==> config.mk <==
export PLATFORM = sky130hd
export DESIGN_NAME = complex_conj_dot_product_core
export DESIGN_NICKNAME = d
export VERILOG_FILES = /design/src/ccdp_pkg.sv /design/src/ccdp_front.sv /design/src/ccdp_queue.sv /design/src/ccdp_back.sv /design/src/complex_conj_dot_product_core.sv
export SDC_FILE = /design/constraint.sdc
export NUM_CORES = 2
export LEC_CHECK = 0
export ABC_AREA = 1
export BUFFER_PORTS_ARGS = -buffer_cell sky130_fd_sc_hd__buf_2
export CELL_PAD_IN_SITES_DETAIL_PLACEMENT = 1
export CELL_PAD_IN_SITES_GLOBAL_PLACEMENT = 1
export CORE_UTILIZATION = 50
export DETAILED_ROUTE_END_ITERATION = 8
export PLACE_DENSITY = 0.81
export SETUP_SLACK_MARGIN = 0.02
export SYNTH_ARGS = -nofsm -noshare
export SYNTH_HDL_FRONTEND = slang
export SYNTH_SLANG_ARGS = --single-unit
==> constraint.sdc <==
create_clock -name clk -period 6.65 [get_ports clk]
set_input_delay 1.33 -clock clk [delete_from_list [all_inputs] [get_ports clk]]
set_output_delay 1.33 -clock clk [all_outputs]
set_load 0.02 [all_outputs]
==> src/ccdp_pkg.sv <==
// Shared types and constants of the complex conjugate dot product core.
// Sample and accumulator widths, beat structs of both channels and the queue entry.
// No dependencies.
package ccdp_pkg;

	localparam int SAMPLE_BITS = 16;
	localparam int ACC_BITS    = 48;
	localparam int PROD_BITS   = 2 * SAMPLE_BITS;
	localparam int TERM_BITS   = PROD_BITS + 1;
	localparam int SUM_BITS    = ((ACC_BITS > TERM_BITS) ? ACC_BITS : TERM_BITS) + 1;

	localparam logic [ACC_BITS-1:0] ACC_MAX = {1'b0, {(ACC_BITS-1){1'b1}}};
	localparam logic [ACC_BITS-1:0] ACC_MIN = {1'b1, {(ACC_BITS-1){1'b0}}};

	typedef struct packed {
		logic signed [SAMPLE_BITS-1:0] x_re;
		logic signed [SAMPLE_BITS-1:0] x_im;
		logic signed [SAMPLE_BITS-1:0] y_re;
		logic signed [SAMPLE_BITS-1:0] y_im;
		logic                          last_element;
	} elem_beat_t;

	typedef struct packed {
		logic signed [ACC_BITS-1:0] dot_re;
		logic signed [ACC_BITS-1:0] dot_im;
		logic                       saturated;
	} dot_beat_t;

	typedef struct packed {
		logic signed [TERM_BITS-1:0] term_re;
		logic signed [TERM_BITS-1:0] term_im;
		logic                        last;
	} term_t;

endpackage

==> src/ccdp_front.sv <==
// Front end: takes element beats and forms the exact conj(x)*y terms.
// One registered multiply stage, then the term sums toward the queue.
// Depends on ccdp_pkg.
module ccdp_front (
	input  logic                clk,
	input  logic                arst_n,
	input  ccdp_pkg::elem_beat_t elem,
	input  logic                elem_valid,
	output logic                elem_stall,
	output ccdp_pkg::term_t     term,
	output logic                term_valid,
	input  logic                term_ready
);
	import ccdp_pkg::*;

	logic                        valid_s1;
	logic                        last_s1;
	logic signed [PROD_BITS-1:0] prod_rr_s1;
	logic signed [PROD_BITS-1:0] prod_ii_s1;
	logic signed [PROD_BITS-1:0] prod_ri_s1;
	logic signed [PROD_BITS-1:0] prod_ir_s1;

	assign elem_stall = valid_s1 && !term_ready;

	always_ff @(posedge clk or negedge arst_n) begin
		if (!arst_n) begin
			valid_s1 <= 1'b0;
		end else if (!elem_stall) begin
			valid_s1 <= elem_valid;
		end
	end

	always_ff @(posedge clk) begin
		if (elem_valid && !elem_stall) begin
			prod_rr_s1 <= elem.x_re * elem.y_re;
			prod_ii_s1 <= elem.x_im * elem.y_im;
			prod_ri_s1 <= elem.x_re * elem.y_im;
			prod_ir_s1 <= elem.x_im * elem.y_re;
			last_s1    <= elem.last_element;
		end
	end

	assign term_valid   = valid_s1;
	assign term.term_re = TERM_BITS'(prod_rr_s1) + TERM_BITS'(prod_ii_s1);
	assign term.term_im = TERM_BITS'(prod_ri_s1) - TERM_BITS'(prod_ir_s1);
	assign term.last    = last_s1;

endmodule

==> src/ccdp_queue.sv <==
// Short term queue between the multiply front end and the accumulator.
// Register array with write and read pointers and an occupancy count.
// Depends on ccdp_pkg.
module ccdp_queue #(
	parameter int DEPTH = 4
) (
	input  logic            clk,
	input  logic            arst_n,
	input  ccdp_pkg::term_t push_data,
	input  logic            push_valid,
	output logic            push_ready,
	output ccdp_pkg::term_t head,
	output logic            head_valid,
	input  logic            pop
);
	import ccdp_pkg::*;

	localparam int PTR_BITS = (DEPTH > 1) ? $clog2(DEPTH) : 1;
	localparam int CNT_BITS = $clog2(DEPTH + 1);

	term_t               entry_q [DEPTH];
	logic [PTR_BITS-1:0] wr_ptr_q;
	logic [PTR_BITS-1:0] rd_ptr_q;
	logic [CNT_BITS-1:0] count_q;
	logic                push;

	assign push_ready = (count_q != CNT_BITS'(DEPTH));
	assign head_valid = (count_q != '0);
	assign head       = entry_q[rd_ptr_q];
	assign push       = push_valid && push_ready;

	function automatic logic [PTR_BITS-1:0] next_ptr(input logic [PTR_BITS-1:0] p);
		return (p == PTR_BITS'(DEPTH - 1)) ? '0 : p + 1'b1;
	endfunction

	always_ff @(posedge clk or negedge arst_n) begin
		if (!arst_n) begin
			wr_ptr_q <= '0;
			rd_ptr_q <= '0;
			count_q  <= '0;
		end else begin
			if (push) begin
				wr_ptr_q <= next_ptr(wr_ptr_q);
			end
			if (pop) begin
				rd_ptr_q <= next_ptr(rd_ptr_q);
			end
			if (push && !pop) begin
				count_q <= count_q + 1'b1;
			end else if (pop && !push) begin
				count_q <= count_q - 1'b1;
			end
		end
	end

	always_ff @(posedge clk) begin
		if (push) begin
			entry_q[wr_ptr_q] <= push_data;
		end
	end

endmodule

==> src/ccdp_back.sv <==
// Back end: saturating accumulation of queued terms and the result register.
// Emits one dot beat per vector and clears the accumulators on the last term.
// Depends on ccdp_pkg.
module ccdp_back (
	input  logic                clk,
	input  logic                arst_n,
	input  ccdp_pkg::term_t     head,
	input  logic                head_valid,
	output logic                pop,
	output ccdp_pkg::dot_beat_t dot,
	output logic                dot_valid,
	input  logic                dot_stall
);
	import ccdp_pkg::*;

	typedef struct packed {
		logic                       sat;
		logic signed [ACC_BITS-1:0] value;
	} acc_upd_t;

	logic signed [ACC_BITS-1:0] acc_re_q;
	logic signed [ACC_BITS-1:0] acc_im_q;
	logic                       sat_q;
	logic                       dot_valid_q;
	dot_beat_t                  dot_q;
	logic signed [SUM_BITS-1:0] sum_re;
	logic signed [SUM_BITS-1:0] sum_im;
	acc_upd_t                   upd_re;
	acc_upd_t                   upd_im;
	logic                       sat_any;

	function automatic acc_upd_t clamp(input logic signed [SUM_BITS-1:0] s);
		logic signed [ACC_BITS-1:0] lo;
		acc_upd_t                   r;
		lo = s[ACC_BITS-1:0];
		if (s == SUM_BITS'(lo)) begin
			r.sat   = 1'b0;
			r.value = lo;
		end else begin
			r.sat   = 1'b1;
			r.value = s[SUM_BITS-1] ? ACC_MIN : ACC_MAX;
		end
		return r;
	endfunction

	assign sum_re  = SUM_BITS'(acc_re_q) + SUM_BITS'(head.term_re);
	assign sum_im  = SUM_BITS'(acc_im_q) + SUM_BITS'(head.term_im);
	assign upd_re  = clamp(sum_re);
	assign upd_im  = clamp(sum_im);
	assign sat_any = sat_q || upd_re.sat || upd_im.sat;

	// a last term needs a free result register
	assign pop = head_valid && (!head.last || !dot_valid_q || !dot_stall);

	always_ff @(posedge clk or negedge arst_n) begin
		if (!arst_n) begin
			acc_re_q    <= '0;
			acc_im_q    <= '0;
			sat_q       <= 1'b0;
			dot_valid_q <= 1'b0;
		end else begin
			if (pop && head.last) begin
				dot_valid_q <= 1'b1;
			end else if (!dot_stall) begin
				dot_valid_q <= 1'b0;
			end
			if (pop) begin
				if (head.last) begin
					acc_re_q <= '0;
					acc_im_q <= '0;
					sat_q    <= 1'b0;
				end else begin
					acc_re_q <= upd_re.value;
					acc_im_q <= upd_im.value;
					sat_q    <= sat_any;
				end
			end
		end
	end

	always_ff @(posedge clk) begin
		if (pop && head.last) begin
			dot_q.dot_re    <= upd_re.value;
			dot_q.dot_im    <= upd_im.value;
			dot_q.saturated <= sat_any;
		end
	end

	assign dot       = dot_q;
	assign dot_valid = dot_valid_q;

endmodule

==> src/complex_conj_dot_product_core.sv <==
// Top level of the complex conjugate dot product core.
// Ties the multiply front end, the term queue and the accumulator back end.
// Depends on ccdp_pkg, ccdp_front, ccdp_queue, ccdp_back.

// Streams element pairs (x, y) in Q1.15 and sums conj(x)*y into two saturating
// 48-bit Q18.30 accumulators. One element beat is taken each unstalled cycle; a
// beat with last_element set yields one dot beat holding the total (its own term
// included) and the sticky saturation flag, then the accumulators restart from
// zero. Throughput is one element per unstalled clock, set by the single complex
// multiply stage and the accumulate loop. The last element passes the multiply,
// queue and result registers to its dot beat. The queue of QUEUE_DEPTH terms lets
// elements keep flowing while a result waits on dot_stall.
module complex_conj_dot_product_core #(
	parameter int QUEUE_DEPTH = 4
) (
	input  logic                 clk,
	input  logic                 arst_n,
	input  ccdp_pkg::elem_beat_t elem,
	input  logic                 elem_valid,
	output logic                 elem_stall,
	output ccdp_pkg::dot_beat_t  dot,
	output logic                 dot_valid,
	input  logic                 dot_stall
);
	import ccdp_pkg::*;

	term_t term;
	logic  term_valid;
	logic  term_ready;
	term_t head;
	logic  head_valid;
	logic  pop;

	ccdp_front u_front (
		.clk        (clk),
		.arst_n     (arst_n),
		.elem       (elem),
		.elem_valid (elem_valid),
		.elem_stall (elem_stall),
		.term       (term),
		.term_valid (term_valid),
		.term_ready (term_ready)
	);

	ccdp_queue #(
		.DEPTH (QUEUE_DEPTH)
	) u_queue (
		.clk        (clk),
		.arst_n     (arst_n),
		.push_data  (term),
		.push_valid (term_valid),
		.push_ready (term_ready),
		.head       (head),
		.head_valid (head_valid),
		.pop        (pop)
	);

	ccdp_back u_back (
		.clk        (clk),
		.arst_n     (arst_n),
		.head       (head),
		.head_valid (head_valid),
		.pop        (pop),
		.dot        (dot),
		.dot_valid  (dot_valid),
		.dot_stall  (dot_stall)
	);

	a_stall_only_when_full: assert property (@(posedge clk) disable iff (!arst_n)
		elem_stall |-> (term_valid && !term_ready))
		else $error("element stall without a full queue");

	a_full_not_empty: assert property (@(posedge clk) disable iff (!arst_n)
		!term_ready |-> head_valid)
		else $error("queue full and empty at once");

	a_result_from_last: assert property (@(posedge clk) disable iff (!arst_n)
		$rose(dot_valid) |-> $past(pop && head.last))
		else $error("dot beat without a last term");

	a_no_pop_empty: assert property (@(posedge clk) disable iff (!arst_n)
		pop |-> head_valid)
		else $error("pop from empty queue");

endmodule

==> key figures <==
Synth
  • Number of warnings issued by yosys: 0
  • Share of the yosys chip area belonging to registers: 0.2319
  • Library cells used by synthesis: 44
  • Synth Area per Inst: 8.097 µm²
  • Synth Net Count: 10930
  • Gate Count Post-Synth: 9311
  • Share of flip-flops with an asynchronous set or reset after synthesis: 0.1767
  • Synth Flop Type: sky130_fd_sc_hd__edfxtp_1
  • Number of synthesized register bits: 600
  • Number of synthesized flops with an enable pin: 494
  • Post-Syn Area: 75390 µm²

Setup path
  • Arrival time at the worst endpoint: 6.97 ns
  • Worst flop-to-flop path startpoint: u_queue.rd_ptr_q[0]$_DFFE_PN0P_
  • Cells traversed along the worst timing path: clkbuf_4 > nand2_1 > inv_1 > fa_1 > buf_4 > fa_1 > buf_4 > buf_12 > fa_1 > fa_1 > fa_1 > fa_1 > ha_1 > a21oi_1 > o21ai_0 > a221oi_1 > nand3_1 > xnor2_1
  • Element type at the critical path start: input port
  • Maximum fanout encountered on the critical timing path: 12
  • Reg2reg path depth: 22
  • CP endpoint kind: flip-flop
  • Largest stage delay, worst path: 0.57 ns
  • FF-to-FF End: u_back.acc_im_q[11]$_DFFE_PN0P_
  • Slowest cell on the critical path: sky130_fd_sc_hd__fa_1
  • Register-to-Register Setup Slack: 0.78 ns
  • Family of cells with the greatest summed delay on the critical path: adder cells
  • Worst Path Buf+Inv: 5
  • Crit path required time: 7.09 ns
  • Critical Setup Path Class: input port to flip-flop
  • Crit path top cell by count: sky130_fd_sc_hd__fa_1

Route
  • Vias per cell: 5.338
  • Overall via count from detail_route: 64050
  • Number of routed nets with antenna violations: 0
  • Average routed wire per standard cell: 21.38 µm
  • Count of unresolved DRC violations after routing: 0
  • Detailed Route WL: 256.5 mm
  • Detailed Route Iter0 Violations: 3511
  • First-pass iteration count of the detailed router: 7

Hold path
  • Min-delay worst type: flip-flop to flip-flop
  • Min-delay src: u_back.acc_re_q[33]$_DFFE_PN0P_
  • Hold Path Cell Cnt: 2
  • Worst Hold Endpoint: u_back.acc_re_q[33]$_DFFE_PN0P_

Timing
  • Layout Skew: 0.02895 ns
  • Portion of the clock cycle consumed by the worst path in the final layout: 0.9811
  • Worst Tran Pin Value: 1.345 ns
  • RSZ-0062 raised after global routing: false
  • Final setup violation count: 0
  • Final Critical Period: 6.524 ns
  • Worst Hold Margin: 0.4920 ns
  • Highest clock rate: 153.3 MHz
  • Worst setup margin: 0.1256 ns
  • Final max-slew violation count: 0
  • Final hold violation count: 0
  • Max transition margin: 0.1034

CTS
  • Root Driver: sky130_fd_sc_hd__clkbuf_16
  • TritonCTS Buffers: 66
  • TritonCTS clock tree: yes
  • Clock buffer depth: 3
  • H-tree depth reported by CTS: 3
  • Clock tree sinks: 600
  • Worst-path clk slew: 0.06 ns
  • Clock network latency to the later pin of the worst-skew pair: 0.66 ns

Layout
  • Layout filler cell count: 18350
  • Layout-stage area growth over the synthesis result: 13.40%
  • Leading cell types in the layout, fill and taps excluded: sky130_fd_sc_hd__nand2_1, sky130_fd_sc_hd__inv_1, sky130_fd_sc_hd__fa_1, sky130_fd_sc_hd__buf_4, sky130_fd_sc_hd__nor2_1
  • Fraction of final layout cells sized beyond drive strength 1: 0.1085
  • Net count, final: 11550
  • Most common cell after layout, fill and taps aside: sky130_fd_sc_hd__nand2_1

Global routing
  • Vias in the first global route: 73070
  • Maximum number of pins on one net before global-route repair: 99
  • GRT Total Usage: 0.3404
  • First-pass GRT wire length: 400.9 mm
  • Total overflow reported by the global router: 0
  • Initial antenna violation count: 9

Run status
  • Run status: finished, final reports clean

Place
  • Global placer's final weighted congestion: 0.9540
  • Setup Slack @ Placement: -0.5839 ns
  • Post-detail-place hpwl: 212.9 mm
  • IO Port Bufs: 167

Flow run
  • Number of max-cap violations: 0

Floorplan
  • Number of rows created at floorplan: 142
  • Die span in x: 390.3 µm
  • Die footprint: 152300 µm²
  • Initial core utilization: 0.5034
  • I/O pin count: 168
  • Die outline height: 390.3 µm
  • Core Box Area: 149800 µm²
worst min-delay path, delay by kind of cell (launching register included):
family	cells	cell delay [ns]
and+or+nand+nor	2	0.11
DFF	1	0.35
state kept, by name, summed over array words and instances, names as in the netlist, 2 cells and up:
signal              flops
u_queue.entry_q       268
u_back.dot             97
u_back.acc_im_q        48
u_back.acc_re_q        48
u_front.prod_ii_s1     32
u_front.prod_ir_s1     32
u_front.prod_ri_s1     32
u_front.prod_rr_s1     32
u_queue.count_q         3
u_queue.rd_ptr_q        2
u_queue.wr_ptr_q        2
synth_stat cells (7+ instances only):
| cell | instances | area (µm²) |
|---|---|---|
| sky130_fd_sc_hd__a21oi_1 | 285 | 1426 |
| sky130_fd_sc_hd__nor4_1 | 13 | 81.33 |
| sky130_fd_sc_hd__buf_1 | 10 | 37.54 |
| sky130_fd_sc_hd__ha_1 | 498 | 6231 |
| sky130_fd_sc_hd__nand2_2 | 13 | 81.33 |
| sky130_fd_sc_hd__nand4_1 | 57 | 356.6 |
| sky130_fd_sc_hd__nand3_1 | 254 | 1271 |
| sky130_fd_sc_hd__buf_2 | 8 | 40.04 |
| sky130_fd_sc_hd__and2_1 | 11 | 68.82 |
| sky130_fd_sc_hd__a31oi_1 | 11 | 68.82 |
| sky130_fd_sc_hd__or2_2 | 15 | 93.84 |
| sky130_fd_sc_hd__fa_1 | 1053 | 21080 |
| sky130_fd_sc_hd__inv_2 | 15 | 56.30 |
| sky130_fd_sc_hd__nor2_4 | 7 | 78.83 |
| sky130_fd_sc_hd__nor3_1 | 44 | 220.2 |
| sky130_fd_sc_hd__a21o_1 | 23 | 172.7 |
| sky130_fd_sc_hd__nand2_1 | 2586 | 9707 |
| sky130_fd_sc_hd__xnor2_1 | 87 | 762.0 |
| sky130_fd_sc_hd__xor2_1 | 117 | 1025 |
| sky130_fd_sc_hd__a211oi_1 | 9 | 67.56 |
| sky130_fd_sc_hd__nand2_4 | 62 | 698.2 |
| sky130_fd_sc_hd__a21boi_0 | 10 | 75.07 |
| sky130_fd_sc_hd__inv_1 | 2333 | 8757 |
| sky130_fd_sc_hd__clkbuf_1 | 246 | 923.4 |
| sky130_fd_sc_hd__nor2_1 | 507 | 1903 |
| sky130_fd_sc_hd__o21ai_0 | 270 | 1351 |
| sky130_fd_sc_hd__dfrtp_1 | 106 | 2653 |
| sky130_fd_sc_hd__edfxtp_1 | 494 | 14830 |
| sky130_fd_sc_hd__o22ai_1 | 64 | 400.4 |
| sky130_fd_sc_hd__nand3b_1 | 21 | 157.7 |
| sky130_fd_sc_hd__nor2_2 | 11 | 68.82 |
| sky130_fd_sc_hd__o21a_1 | 8 | 60.06 |
| sky130_fd_sc_hd__o21bai_1 | 27 | 202.7 |
what timing repair did:
item | in CTS | in global routing
resized for setup | 0 | 15
hold buffers | 0 | 0
endpoints found under the setup margin | 0 | 20
setup buffers | 0 | 0
cells by family after synthesis:
| group | after synthesis | share of synthesized area |
|---|---|---|
| XOR/XNOR | 204 | 0.02370 |
| buffers and inverters | 2625 | 0.1323 |
| AND/OR/NAND/NOR | 3606 | 0.1968 |
| AO/OA/AOI/OAI | 725 | 0.05299 |
| adder cells (fa/ha/maj) | 1551 | 0.3623 |
| flip-flops | 600 | 0.2319 |
worst max-delay path by stage:
stage	startpoint	end	slack [ns]	depth (start not counted)
final	elem[48]	u_front.prod_ii_s1[31]$_DFFE_PP_	0.13	18
after floorplan	elem[64]	u_front.prod_ri_s1[29]$_DFFE_PP_	0.12	19
after global routing	elem[5]	u_front.prod_ii_s1[30]$_DFFE_PP_	0.02	23
after CTS	elem[48]	u_front.prod_ir_s1[31]$_DFFE_PP_	0.10	17
after detailed placement	elem[48]	u_front.prod_ir_s1[31]$_DFFE_PP_	-0.58	18
after global placement	elem[48]	u_front.prod_ii_s1[31]$_DFFE_PP_	-0.44	20
metrics by stage:
step / util / setup TNS [ns] / cells / cell area (µm²)
global placement: 0.5559 / -11.28 / 11880 / 83270
CTS: 0.5704 / 0 / 12000 / 85440
floorplan: - / 0 / 9311 / 75390
detailed placement: 0.5559 / -22.32 / 11880 / 83270
finish: 0.5708 / 0 / 12000 / 85490
global route: 0.5708 / 0 / 12000 / 85490
area by class of cell:
type	count	area [µm²]	area share
Antenna cell	2	5.005	0.00005854
Clock buffer	81	1810	0.02118
Clock inverter	40	360.3	0.004215
Inverter	2353	8838	0.1034
Multi-Input combinational cell	6086	48030	0.5618
Sequential cell	600	17490	0.2046
Tap cell	2016	2522	0.02950
Timing Repair Buffer	821	6436	0.07528
routing by layer:
| layer | wire (µm) | global-route usage | up-vias |
|---|---|---|---|
| li1 | - | - | 29060 |
| met1 | 100500 | 0.4057 | 32440 |
| met2 | 131900 | 0.6148 | 1865 |
| met3 | 12010 | 0.03955 | 675 |
| met4 | 12070 | 0.1503 | 8 |
| met5 | 52 | 0 | - |
Power is left out: the tool's default activity adds up to more than one toggle a clock period on the data nets, which glitch-free logic cannot reach.
